## config.mk

```make
export PLATFORM = sky130hd
export DESIGN_NAME = hsv_value_scale_pixel
export DESIGN_NICKNAME = d
export VERILOG_FILES = /design/src/rtl/hvs_pkg.sv /design/src/rtl/hsv_value_scale_pixel.sv /design/src/rtl/hvs_div.sv /design/src/rtl/hvs_front.sv /design/src/rtl/hvs_queue.sv /design/src/rtl/hvs_back.sv
export SDC_FILE = /design/constraint.sdc
export NUM_CORES = 2
export LEC_CHECK = 0
export BUFFER_PORTS_ARGS = -buffer_cell sky130_fd_sc_hd__buf_2
export CAP_MARGIN = 20
export CORE_UTILIZATION = 35
export DETAILED_ROUTE_END_ITERATION = 8
export HOLD_SLACK_MARGIN = 0.15
export PLACE_DENSITY_LB_ADDON = 0.1
export SLEW_MARGIN = 30
export SYNTH_ARGS = -nofsm -noshare
export SYNTH_HDL_FRONTEND = slang
export SYNTH_HIERARCHICAL = 1
export SYNTH_SLANG_ARGS = --single-unit
```

## constraint.sdc

```tcl
create_clock -name clk -period 98.7 [get_ports clk]
set_clock_uncertainty 0.2 [all_clocks]
set_input_delay 19.74 -clock clk [delete_from_list [all_inputs] [get_ports clk]]
set_output_delay 19.74 -clock clk [all_outputs]
set_load 0.05 [all_outputs]
```

## src/rtl/hvs_pkg.sv

```systemverilog
// hvs_pkg: shared widths, constants and item types for the hsv value scaler
// used by every module under rtl/; depends on nothing
package hvs_pkg;

  localparam int CHAN_W      = 8;
  localparam int PIX_W       = 3 * CHAN_W;
  localparam int GAIN_W      = 10;
  localparam int PROD_W      = CHAN_W + GAIN_W;
  localparam int NUM_W       = 2 * CHAN_W;
  localparam int DIV_LAT     = CHAN_W;
  localparam int RECIP_SHIFT = 24;
  localparam int RECIP_W     = 18;
  localparam int PCT_BASE    = 100;
  localparam int PCT_RECIP   = (1 << RECIP_SHIFT) / PCT_BASE;
  localparam int QE_W        = PROD_W + RECIP_W - RECIP_SHIFT;
  localparam int QUEUE_DEPTH = 2;

  localparam logic [GAIN_W-1:0] GAIN_RESET = GAIN_W'(155);
  localparam logic [CHAN_W-1:0] CHAN_MAX   = {CHAN_W{1'b1}};

  typedef struct packed {
    logic [PIX_W-1:0]  rgb;
    logic [CHAN_W-1:0] vmax;
    logic [CHAN_W-1:0] vmin;
    logic [CHAN_W-1:0] span;
    logic [CHAN_W-1:0] hi;
    logic              pass;
  } hvs_item_t;

  typedef struct packed {
    hvs_item_t         item;
    logic [CHAN_W-1:0] lo;
  } hvs_work_t;

endpackage

```

## src/rtl/hsv_value_scale_pixel.sv

```systemverilog
// hsv_value_scale_pixel: scales the hsv value of rgb pixels by a percentage
// top level; depends on hvs_pkg, hvs_front, hvs_queue, hvs_back, hvs_div
//
// Takes one 24-bit rgb pixel (red 23:16, green 15:8, blue 7:0) per clock and
// returns it with its value scaled by cfg gain (percent, reset 155) while hue
// and saturation are kept; black pixels and pixels whose maximum does not
// change pass through, grey pixels take the new maximum on every channel.
// Throughput is one pixel per clock when the output does not stall; a pixel
// goes through max/min and divide-by-100 in the front, the queue, and the
// back end, built on two 8-stage pipelined dividers in series. Gain must be
// written only while no pixel is in flight; the block itself does not enforce it.
module hsv_value_scale_pixel #(
  parameter int QUEUE_DEPTH = hvs_pkg::QUEUE_DEPTH
) (
  input  logic                       clk,
  input  logic                       rst_n,
  input  logic                       cfg_wr_en,
  input  logic [hvs_pkg::GAIN_W-1:0] cfg_wr_data,  // gain_percent
  input  logic                       in_tvalid,
  output logic                       in_tready,
  input  logic [hvs_pkg::PIX_W-1:0]  in_tdata,     // pixel_rgb
  output logic                       out_tvalid,
  input  logic                       out_tready,
  output logic [hvs_pkg::PIX_W-1:0]  out_tdata     // scaled_rgb
);

  logic [hvs_pkg::GAIN_W-1:0] gain_r;
  logic                       f_valid, f_ready, q_valid, q_ready;
  hvs_pkg::hvs_item_t         f_item, q_item;

  always_ff @(posedge clk) begin
    if (!rst_n) begin
      gain_r <= hvs_pkg::GAIN_RESET;
    end else if (cfg_wr_en) begin
      gain_r <= cfg_wr_data;
    end
  end

  hvs_front u_front (
    .clk       (clk),
    .rst_n     (rst_n),
    .gain      (gain_r),
    .in_valid  (in_tvalid),
    .in_ready  (in_tready),
    .in_rgb    (in_tdata),
    .out_valid (f_valid),
    .out_ready (f_ready),
    .out_item  (f_item)
  );

  hvs_queue #(
    .DEPTH (QUEUE_DEPTH)
  ) u_queue (
    .clk       (clk),
    .rst_n     (rst_n),
    .in_valid  (f_valid),
    .in_ready  (f_ready),
    .in_item   (f_item),
    .out_valid (q_valid),
    .out_ready (q_ready),
    .out_item  (q_item)
  );

  hvs_back u_back (
    .clk       (clk),
    .rst_n     (rst_n),
    .in_valid  (q_valid),
    .in_ready  (q_ready),
    .in_item   (q_item),
    .out_valid (out_tvalid),
    .out_ready (out_tready),
    .out_rgb   (out_tdata)
  );

endmodule

```

## src/rtl/hvs_div.sv

```systemverilog
// hvs_div: pipelined restoring divider, 16-bit numerator by 8-bit divisor,
// 8-bit quotient, one quotient bit per stage; depends on hvs_pkg
module hvs_div (
  input  logic                       clk,
  input  logic                       en,
  input  logic [hvs_pkg::NUM_W-1:0]  num,
  input  logic [hvs_pkg::CHAN_W-1:0] den,
  output logic [hvs_pkg::CHAN_W-1:0] quo
);

  localparam int N = hvs_pkg::DIV_LAT;
  localparam int W = hvs_pkg::CHAN_W;

  logic [W-1:0] rem_r [N];
  logic [W-1:0] low_r [N];
  logic [W-1:0] den_r [N];
  logic [W-1:0] quo_r [N];
  logic [W-1:0] rem_nxt [N];
  logic [W-1:0] low_nxt [N];
  logic [W-1:0] den_nxt [N];
  logic [W-1:0] quo_nxt [N];

  always_comb begin
    logic [W-1:0] rem_in, low_in, den_in, quo_in;
    logic [W:0]   trial;
    logic         ge;
    for (int i = 0; i < N; i++) begin
      if (i == 0) begin
        rem_in = num[2*W-1:W];
        low_in = num[W-1:0];
        den_in = den;
        quo_in = '0;
      end else begin
        rem_in = rem_r[i-1];
        low_in = low_r[i-1];
        den_in = den_r[i-1];
        quo_in = quo_r[i-1];
      end
      trial      = {rem_in, low_in[W-1]};
      ge         = trial >= {1'b0, den_in};
      rem_nxt[i] = ge ? W'(trial - {1'b0, den_in}) : trial[W-1:0];
      low_nxt[i] = {low_in[W-2:0], 1'b0};
      den_nxt[i] = den_in;
      quo_nxt[i] = {quo_in[W-2:0], ge};
    end
  end

  always_ff @(posedge clk) begin
    if (en) begin
      for (int i = 0; i < N; i++) begin
        rem_r[i] <= rem_nxt[i];
        low_r[i] <= low_nxt[i];
        den_r[i] <= den_nxt[i];
        quo_r[i] <= quo_nxt[i];
      end
    end
  end

  assign quo = quo_r[N-1];

endmodule

```

## src/rtl/hvs_front.sv

```systemverilog
// hvs_front: finds channel max/min, computes the new maximum and flags
// pass-through pixels; depends on hvs_pkg
module hvs_front (
  input  logic                       clk,
  input  logic                       rst_n,
  input  logic [hvs_pkg::GAIN_W-1:0] gain,
  input  logic                       in_valid,
  output logic                       in_ready,
  input  logic [hvs_pkg::PIX_W-1:0]  in_rgb,
  output logic                       out_valid,
  input  logic                       out_ready,
  output hvs_pkg::hvs_item_t         out_item
);

  localparam int W  = hvs_pkg::CHAN_W;
  localparam int PW = hvs_pkg::PROD_W;
  localparam int QW = hvs_pkg::QE_W;
  localparam int FW = hvs_pkg::PROD_W + hvs_pkg::RECIP_W;

  logic          en;
  logic [W-1:0]  r, g, b, mx, mn, mrg, mng;
  logic [PW-1:0] prod;
  logic [FW-1:0] qe_full;

  logic              v1_r, v2_r;
  logic [W*3-1:0]    rgb1_r, rgb2_r;
  logic [W-1:0]      vmax1_r, vmin1_r, vmax2_r, vmin2_r;
  logic [PW-1:0]     prod1_r, prod2_r;
  logic [QW-1:0]     qe2_r;

  logic [PW-1:0] qmul, rem;
  logic [QW-1:0] hi_full;
  logic [W-1:0]  hi;

  assign en       = !v2_r || out_ready;
  assign in_ready = en;

  assign r    = in_rgb[3*W-1:2*W];
  assign g    = in_rgb[2*W-1:W];
  assign b    = in_rgb[W-1:0];
  assign mrg  = (r > g) ? r : g;
  assign mx   = (mrg > b) ? mrg : b;
  assign mng  = (r < g) ? r : g;
  assign mn   = (mng < b) ? mng : b;
  assign prod = PW'(mx) * PW'(gain);

  // divide by 100 via reciprocal, off by at most one low
  assign qe_full = FW'(prod1_r) * FW'(hvs_pkg::PCT_RECIP);

  always_ff @(posedge clk) begin
    if (!rst_n) begin
      v1_r <= 1'b0;
      v2_r <= 1'b0;
    end else if (en) begin
      v1_r <= in_valid;
      v2_r <= v1_r;
    end
  end

  always_ff @(posedge clk) begin
    if (en) begin
      rgb1_r  <= in_rgb;
      vmax1_r <= mx;
      vmin1_r <= mn;
      prod1_r <= prod;
      rgb2_r  <= rgb1_r;
      vmax2_r <= vmax1_r;
      vmin2_r <= vmin1_r;
      prod2_r <= prod1_r;
      qe2_r   <= qe_full[FW-1:hvs_pkg::RECIP_SHIFT];
    end
  end

  assign qmul    = PW'(qe2_r) * PW'(hvs_pkg::PCT_BASE);
  assign rem     = prod2_r - qmul;
  assign hi_full = qe2_r + QW'(rem >= PW'(hvs_pkg::PCT_BASE));
  assign hi      = (hi_full > QW'(hvs_pkg::CHAN_MAX)) ? hvs_pkg::CHAN_MAX : hi_full[W-1:0];

  always_comb begin
    out_item.rgb  = rgb2_r;
    out_item.vmax = vmax2_r;
    out_item.vmin = vmin2_r;
    out_item.span = vmax2_r - vmin2_r;
    out_item.hi   = hi;
    out_item.pass = (vmax2_r == '0) || (hi == vmax2_r);
  end

  assign out_valid = v2_r;

endmodule

```

## src/rtl/hvs_queue.sv

```systemverilog
// hvs_queue: small registered fifo between the classify front and the
// remap back; depends on hvs_pkg
module hvs_queue #(
  parameter int DEPTH = hvs_pkg::QUEUE_DEPTH
) (
  input  logic               clk,
  input  logic               rst_n,
  input  logic               in_valid,
  output logic               in_ready,
  input  hvs_pkg::hvs_item_t in_item,
  output logic               out_valid,
  input  logic               out_ready,
  output hvs_pkg::hvs_item_t out_item
);

  localparam int PTR_W = (DEPTH > 1) ? $clog2(DEPTH) : 1;
  localparam int CNT_W = $clog2(DEPTH + 1);

  hvs_pkg::hvs_item_t mem_r [DEPTH];
  logic [PTR_W-1:0]   wr_ptr_r, rd_ptr_r, wr_ptr_nxt, rd_ptr_nxt;
  logic [CNT_W-1:0]   cnt_r, cnt_nxt;
  logic               push, pop;

  assign in_ready  = cnt_r != CNT_W'(DEPTH);
  assign out_valid = cnt_r != '0;
  assign push      = in_valid && in_ready;
  assign pop       = out_valid && out_ready;
  assign out_item  = mem_r[rd_ptr_r];

  always_comb begin
    wr_ptr_nxt = wr_ptr_r;
    rd_ptr_nxt = rd_ptr_r;
    cnt_nxt    = cnt_r;
    if (push) begin
      wr_ptr_nxt = (wr_ptr_r == PTR_W'(DEPTH - 1)) ? '0 : wr_ptr_r + 1'b1;
    end
    if (pop) begin
      rd_ptr_nxt = (rd_ptr_r == PTR_W'(DEPTH - 1)) ? '0 : rd_ptr_r + 1'b1;
    end
    if (push && !pop) begin
      cnt_nxt = cnt_r + 1'b1;
    end else if (pop && !push) begin
      cnt_nxt = cnt_r - 1'b1;
    end
  end

  always_ff @(posedge clk) begin
    if (!rst_n) begin
      wr_ptr_r <= '0;
      rd_ptr_r <= '0;
      cnt_r    <= '0;
    end else begin
      wr_ptr_r <= wr_ptr_nxt;
      rd_ptr_r <= rd_ptr_nxt;
      cnt_r    <= cnt_nxt;
    end
  end

  always_ff @(posedge clk) begin
    if (push) begin
      mem_r[wr_ptr_r] <= in_item;
    end
  end

endmodule

```

## src/rtl/hvs_back.sv

```systemverilog
// hvs_back: computes the new minimum and remaps each channel through
// pipelined dividers; depends on hvs_pkg and hvs_div
module hvs_back (
  input  logic                      clk,
  input  logic                      rst_n,
  input  logic                      in_valid,
  output logic                      in_ready,
  input  hvs_pkg::hvs_item_t        in_item,
  output logic                      out_valid,
  input  logic                      out_ready,
  output logic [hvs_pkg::PIX_W-1:0] out_rgb
);

  localparam int W  = hvs_pkg::CHAN_W;
  localparam int NW = hvs_pkg::NUM_W;
  localparam int L  = hvs_pkg::DIV_LAT;

  logic en;

  // stage 0: numerator for the new minimum
  logic               v0_r;
  hvs_pkg::hvs_item_t it0_r;
  logic [NW-1:0]      nlo_r;
  logic [W-1:0]       dlo_r;

  // delay alongside the minimum divider
  logic               v1_r [L];
  hvs_pkg::hvs_item_t it1_r [L];
  logic [W-1:0]       q_lo;

  // stage 2: channel numerators
  logic               v2_r;
  hvs_pkg::hvs_work_t wk2_r;
  logic [NW-1:0]      nch_r [3];
  logic [W-1:0]       dch_r;
  logic [NW-1:0]      nch [3];
  logic [W-1:0]       chan1 [3];
  hvs_pkg::hvs_item_t it1;

  // delay alongside the channel dividers
  logic               v3_r [L];
  hvs_pkg::hvs_work_t wk3_r [L];
  logic [W-1:0]       t_ch [3];
  logic [W:0]         sum_ch [3];
  logic [W-1:0]       res_ch [3];
  hvs_pkg::hvs_work_t wk3;

  logic               vo_r;
  logic [3*W-1:0]     out_rgb_r, out_rgb_nxt;

  assign en       = !vo_r || out_ready;
  assign in_ready = en;

  always_ff @(posedge clk) begin
    if (en) begin
      it0_r <= in_item;
      nlo_r <= NW'(in_item.span) * NW'(in_item.hi) + NW'(in_item.vmax >> 1);
      dlo_r <= (in_item.vmax == '0) ? W'(1) : in_item.vmax;
    end
  end

  hvs_div u_div_lo (
    .clk (clk),
    .en  (en),
    .num (nlo_r),
    .den (dlo_r),
    .quo (q_lo)
  );

  always_ff @(posedge clk) begin
    if (en) begin
      for (int i = 0; i < L; i++) begin
        it1_r[i] <= (i == 0) ? it0_r : it1_r[(i == 0) ? 0 : i-1];
      end
    end
  end

  assign it1 = it1_r[L-1];
  assign chan1[0] = it1.rgb[3*W-1:2*W];
  assign chan1[1] = it1.rgb[2*W-1:W];
  assign chan1[2] = it1.rgb[W-1:0];

  always_comb begin
    for (int k = 0; k < 3; k++) begin
      nch[k] = NW'(chan1[k] - it1.vmin) * NW'(q_lo) + NW'(it1.span >> 1);
    end
  end

  always_ff @(posedge clk) begin
    if (en) begin
      wk2_r.item <= it1;
      wk2_r.lo   <= it1.hi - q_lo;
      for (int k = 0; k < 3; k++) begin
        nch_r[k] <= nch[k];
      end
      dch_r <= (it1.span == '0) ? W'(1) : it1.span;
    end
  end

  for (genvar k = 0; k < 3; k++) begin : g_ch
    hvs_div u_div_ch (
      .clk (clk),
      .en  (en),
      .num (nch_r[k]),
      .den (dch_r),
      .quo (t_ch[k])
    );
  end

  always_ff @(posedge clk) begin
    if (en) begin
      for (int i = 0; i < L; i++) begin
        wk3_r[i] <= (i == 0) ? wk2_r : wk3_r[(i == 0) ? 0 : i-1];
      end
    end
  end

  assign wk3 = wk3_r[L-1];

  always_comb begin
    for (int k = 0; k < 3; k++) begin
      sum_ch[k] = {1'b0, wk3.lo} + {1'b0, t_ch[k]};
      if (wk3.item.span == '0) begin
        res_ch[k] = wk3.item.hi;
      end else if (sum_ch[k] > {1'b0, hvs_pkg::CHAN_MAX}) begin
        res_ch[k] = hvs_pkg::CHAN_MAX;
      end else begin
        res_ch[k] = sum_ch[k][W-1:0];
      end
    end
    out_rgb_nxt = wk3.item.pass ? wk3.item.rgb : {res_ch[0], res_ch[1], res_ch[2]};
  end

  always_ff @(posedge clk) begin
    if (en) begin
      out_rgb_r <= out_rgb_nxt;
    end
  end

  // valid bits of the whole pipeline
  always_ff @(posedge clk) begin
    if (!rst_n) begin
      v0_r <= 1'b0;
      v2_r <= 1'b0;
      vo_r <= 1'b0;
      for (int i = 0; i < L; i++) begin
        v1_r[i] <= 1'b0;
        v3_r[i] <= 1'b0;
      end
    end else if (en) begin
      v0_r <= in_valid;
      v2_r <= v1_r[L-1];
      vo_r <= v3_r[L-1];
      for (int i = 0; i < L; i++) begin
        v1_r[i] <= (i == 0) ? v0_r : v1_r[(i == 0) ? 0 : i-1];
        v3_r[i] <= (i == 0) ? v2_r : v3_r[(i == 0) ? 0 : i-1];
      end
    end
  end

  assign out_valid = vo_r;
  assign out_rgb   = out_rgb_r;

  // the new minimum never drops below zero
  a_lo_in_range: assert property (@(posedge clk) disable iff (!rst_n)
    v1_r[L-1] && !it1.pass && (it1.span != '0) |-> q_lo <= it1.hi)
    else $error("minimum quotient exceeds new maximum");

  // remapped channels stay inside [lo, hi]
  a_map_in_range: assert property (@(posedge clk) disable iff (!rst_n)
    v3_r[L-1] && !wk3.item.pass && (wk3.item.span != '0) |->
      (sum_ch[0] <= {1'b0, wk3.item.hi}) && (sum_ch[1] <= {1'b0, wk3.item.hi}) &&
      (sum_ch[2] <= {1'b0, wk3.item.hi}))
    else $error("remapped channel above new maximum");

  // a stalled pipeline keeps its occupancy
  a_stall_freeze: assert property (@(posedge clk) disable iff (!rst_n)
    !en |=> $stable(v0_r) && $stable(v2_r) && $stable(v1_r[L-1]) && $stable(v3_r[L-1]))
    else $error("pipeline moved while stalled");

endmodule
```

==> impl_metrics.env <==
export IMPL_outcome="completed"
export IMPL_layout_commonest_cell="edfxtp_1"
export IMPL_rows=195
export IMPL_fill_cells=26200
export IMPL_first_global_vias=54400
export IMPL_routed_wl_um=198000
export IMPL_ctsHtreeMaxLevel=4
export IMPL_final_cell_mix="1936 x edfxtp_1, 906 x inv_1, 767 x ha_1, 424 x fa_1, 352 x nand2_1"
export IMPL_cp_max_fo=11
export IMPL_clk_latency_ns=0.90
export IMPL_overflow=0
export IMPL_start_util=0.352
export IMPL_crit_type="in -> reg"
export IMPL_drt_pass1_iterations=5
export IMPL_synth_cell_types=107
export IMPL_postCtsSetupBuffers=0
export IMPL_cts_tree="built"
export IMPL_drv_cap=0
export IMPL_fmax_ghz=0.0365
export IMPL_finalCritPeriodShare=0.278
export IMPL_use_met2=0.251
export IMPL_synth_seq_cells=1966
export IMPL_crit_arrival_ns=27.80
export IMPL_die_area_um2=286000
export IMPL_syn_area_um2=99500
export IMPL_vias=52000
export IMPL_async_flop_share=0
export IMPL_busiest_layer="met2"
export IMPL_rrSetupSlack_ns=90.37
export IMPL_first_iter_violations=2893
export IMPL_synth_edf_count=1936
export IMPL_netlist_instances=6960
export IMPL_layout_nets=8436
export IMPL_cp_data_required_time_ns=99.10
export IMPL_hold_class="reg -> reg"
export IMPL_wl_per_cell_um=17.8
export IMPL_drive_gt1_frac=0.0968
export IMPL_routed_via_density=4.67
export IMPL_finalMaxSlewViolations=0
export IMPL_avgSynthCellArea_um2=14.3
export IMPL_ctsHoldBuffers=7
export IMPL_syn_num_nets=8190
export IMPL_max_slew_margin_rel=0.386
export IMPL_core_area_um2=283000
export IMPL_critPathLaunchType="input pin"
export IMPL_crit_top_cell="o21ai_1"
export IMPL_grt_pass1_wl_um=313000
export IMPL_use_met1=0.172
export IMPL_max_stage_delay_ns=0.56
export IMPL_crit_slowest_cell="fa_1"
export IMPL_dp_hpwl_um=145000
export IMPL_clk_pin_slew_ns=0.06
export IMPL_root_buffer="clkbuf_16"
export IMPL_grt_max_degree=150
export IMPL_port_buffers=64
export IMPL_ys_warn_count=6
export IMPL_final_setup_tns_ns=0
export IMPL_clockBufferDepth=4
export IMPL_remaining_drc_errors=0
export IMPL_crit_path_end_kind="register"
export IMPL_worst_slew_pin_slew_ns=0.920
export IMPL_gp_congestion=0.808
export IMPL_cts_inserted_buffers=219
export IMPL_postCtsResizedCells=0
export IMPL_synth_flop_cell="edfxtp_1"
export IMPL_track_usage=0.139
export IMPL_rsz0062_at_grt="no"
export IMPL_setup_viol=0
export IMPL_area_growth_syn_to_layout_pct=12.0
export IMPL_die_h_um=535
export IMPL_die_w_um=535
export IMPL_ant_nets=0
export IMPL_ios=65
export IMPL_ys_seq_area_frac=0.590
export IMPL_antenna_found_initial=8
export IMPL_grt_use_met3=0.0211
export IMPL_min_period_ns=27.41
export IMPL_hold_violations=0
export IMPL_cts_sinks=1966
-- stage by stage --
step | utilization | area, um^2 | hold slack [ns] | cells | setup slack, ns
3_5_place_dp | 0.370 | 104000 | 0.205 | 10700 | 70.51
5_1_grt | 0.394 | 111000 | 0.150 | 11100 | 70.86
6_report | 0.394 | 111000 | 0.159 | 11100 | 71.29
4_1_cts | 0.394 | 111000 | 0.153 | 11100 | 71.42
3_3_place_gp | 0.369 | 104000 | 0.200 | 10700 | 70.49
2_1_floorplan | - | 99500 | 0.200 | 6960 | 25.29
-- critical path, delay by kind of cell --
kind / cells / cell delay, ns
AO/OA/AOI/OAI: 16 / 3.13
AND/OR/NAND/NOR: 4 / 0.59
adder cells (fa/ha/maj): 7 / 3.01
buffers and inverters: 4 / 0.29
XOR/XNOR: 1 / 0.08
multiplexers: 2 / 0.96
-- path summary, 6_finish.rpt --
check / start / endpoint / cells after the start
hold / removal: u_back/it1_r[0][175]$_DFFE_PN_ / u_back/it1_r[1][4]$_DFFE_PN_ / 0
hold reg to reg: u_back/it1_r[0][175]$_DFFE_PN_ / u_back/it1_r[1][4]$_DFFE_PN_ / 0
setup / recovery: in_tdata[9] / u_front/prod1_r[16]$_DFFE_PP_ / 34
setup reg to reg: u_front/qe2_r[3]$_DFFE_PP_ / u_queue/mem_r[0][0]$_DFFE_PP_ / 29
-- synthesized netlist by cell type, types with 16 or more instances --
cell,instances,area share
a211oi_1,38,0.0029
a21boi_0,31,0.0023
a21o_1,95,0.0072
a21oi_1,243,0.012
and2_1,140,0.0088
and3_1,23,0.0014
clkbuf_1,59,0.0022
dfxtp_1,30,0.0060
edfxtp_1,1936,0.58
fa_1,424,0.085
ha_1,767,0.096
inv_1,908,0.034
mux2_1,21,0.0024
mux2_2,144,0.016
mux2_4,50,0.0075
mux2i_1,79,0.0079
nand2_1,352,0.013
nand2b_1,91,0.0057
nand3_1,104,0.0052
nand4_1,16,0.0010
nor2_1,244,0.0092
nor2b_1,105,0.0066
nor3_1,60,0.0030
nor4_1,16,0.0010
o211ai_1,28,0.0021
o21a_1,76,0.0057
o21ai_0,220,0.011
o21ai_1,26,0.0013
o21bai_1,32,0.0024
o22ai_1,17,0.0011
o31a_1,38,0.0033
or3_1,22,0.0014
xnor2_1,169,0.015
xor2_1,74,0.0065
-- kinds of logic (layout without fill, tap and decap cells) --
group,Yosys count,count (layout),share of synthesized area
AND/OR/NAND/NOR,1252,1252,0.0637
other,0,5,0
flip-flops,1966,1966,0.590
buffers and inverters,1003,1420,0.0392
multiplexers,294,294,0.0342
XOR/XNOR,243,243,0.0214
adder cells (fa/ha/maj),1191,1191,0.182
AO/OA/AOI/OAI,1011,1011,0.0694
-- metal layers --
layer | up-vias | part of all wire
met5 | - | 0.00021
met4 | 6 | 0.023
met3 | 290 | 0.031
met2 | 605 | 0.51
met1 | 25600 | 0.43
li1 | 25500 | -
-- sequential cells by signal, summed over array words and instances (netlist names), 48 cells and up, named ones only --
signal and flops:
u_back/it1_r 392, u_back/wk3_r 392, u_back/g_ch.u_div_ch/den_r 168, u_back/g_ch.u_div_ch/rem_r 168, u_queue/mem_r 114, u_back/g_ch.u_div_ch/quo_r 108, u_back/g_ch.u_div_ch/low_r 84, u_back/u_div_lo/den_r 56
u_back/u_div_lo/rem_r 56, u_back/it0_r 49, u_back/wk2_r 49, u_back/nch_r 48
-- area by class of cell --
| class | count | area, um^2 | share of cell area |
|---|---|---|---|
| Inverter | 909 | 3420 | 0.0307 |
| Antenna cell | 5 | 12.5 | 0.000112 |
| Timing Repair Buffer | 119 | 851 | 0.00764 |
| Clock buffer | 265 | 5670 | 0.0509 |
| Multi-Input combinational cell | 3991 | 36900 | 0.331 |
| Tap cell | 3743 | 4680 | 0.0420 |
| Clock inverter | 127 | 1180 | 0.0106 |
| Sequential cell | 1966 | 58700 | 0.527 |
Power is not shown: default switching activity piles up to over one toggle a cycle in this logic, so the estimate is an artifact.
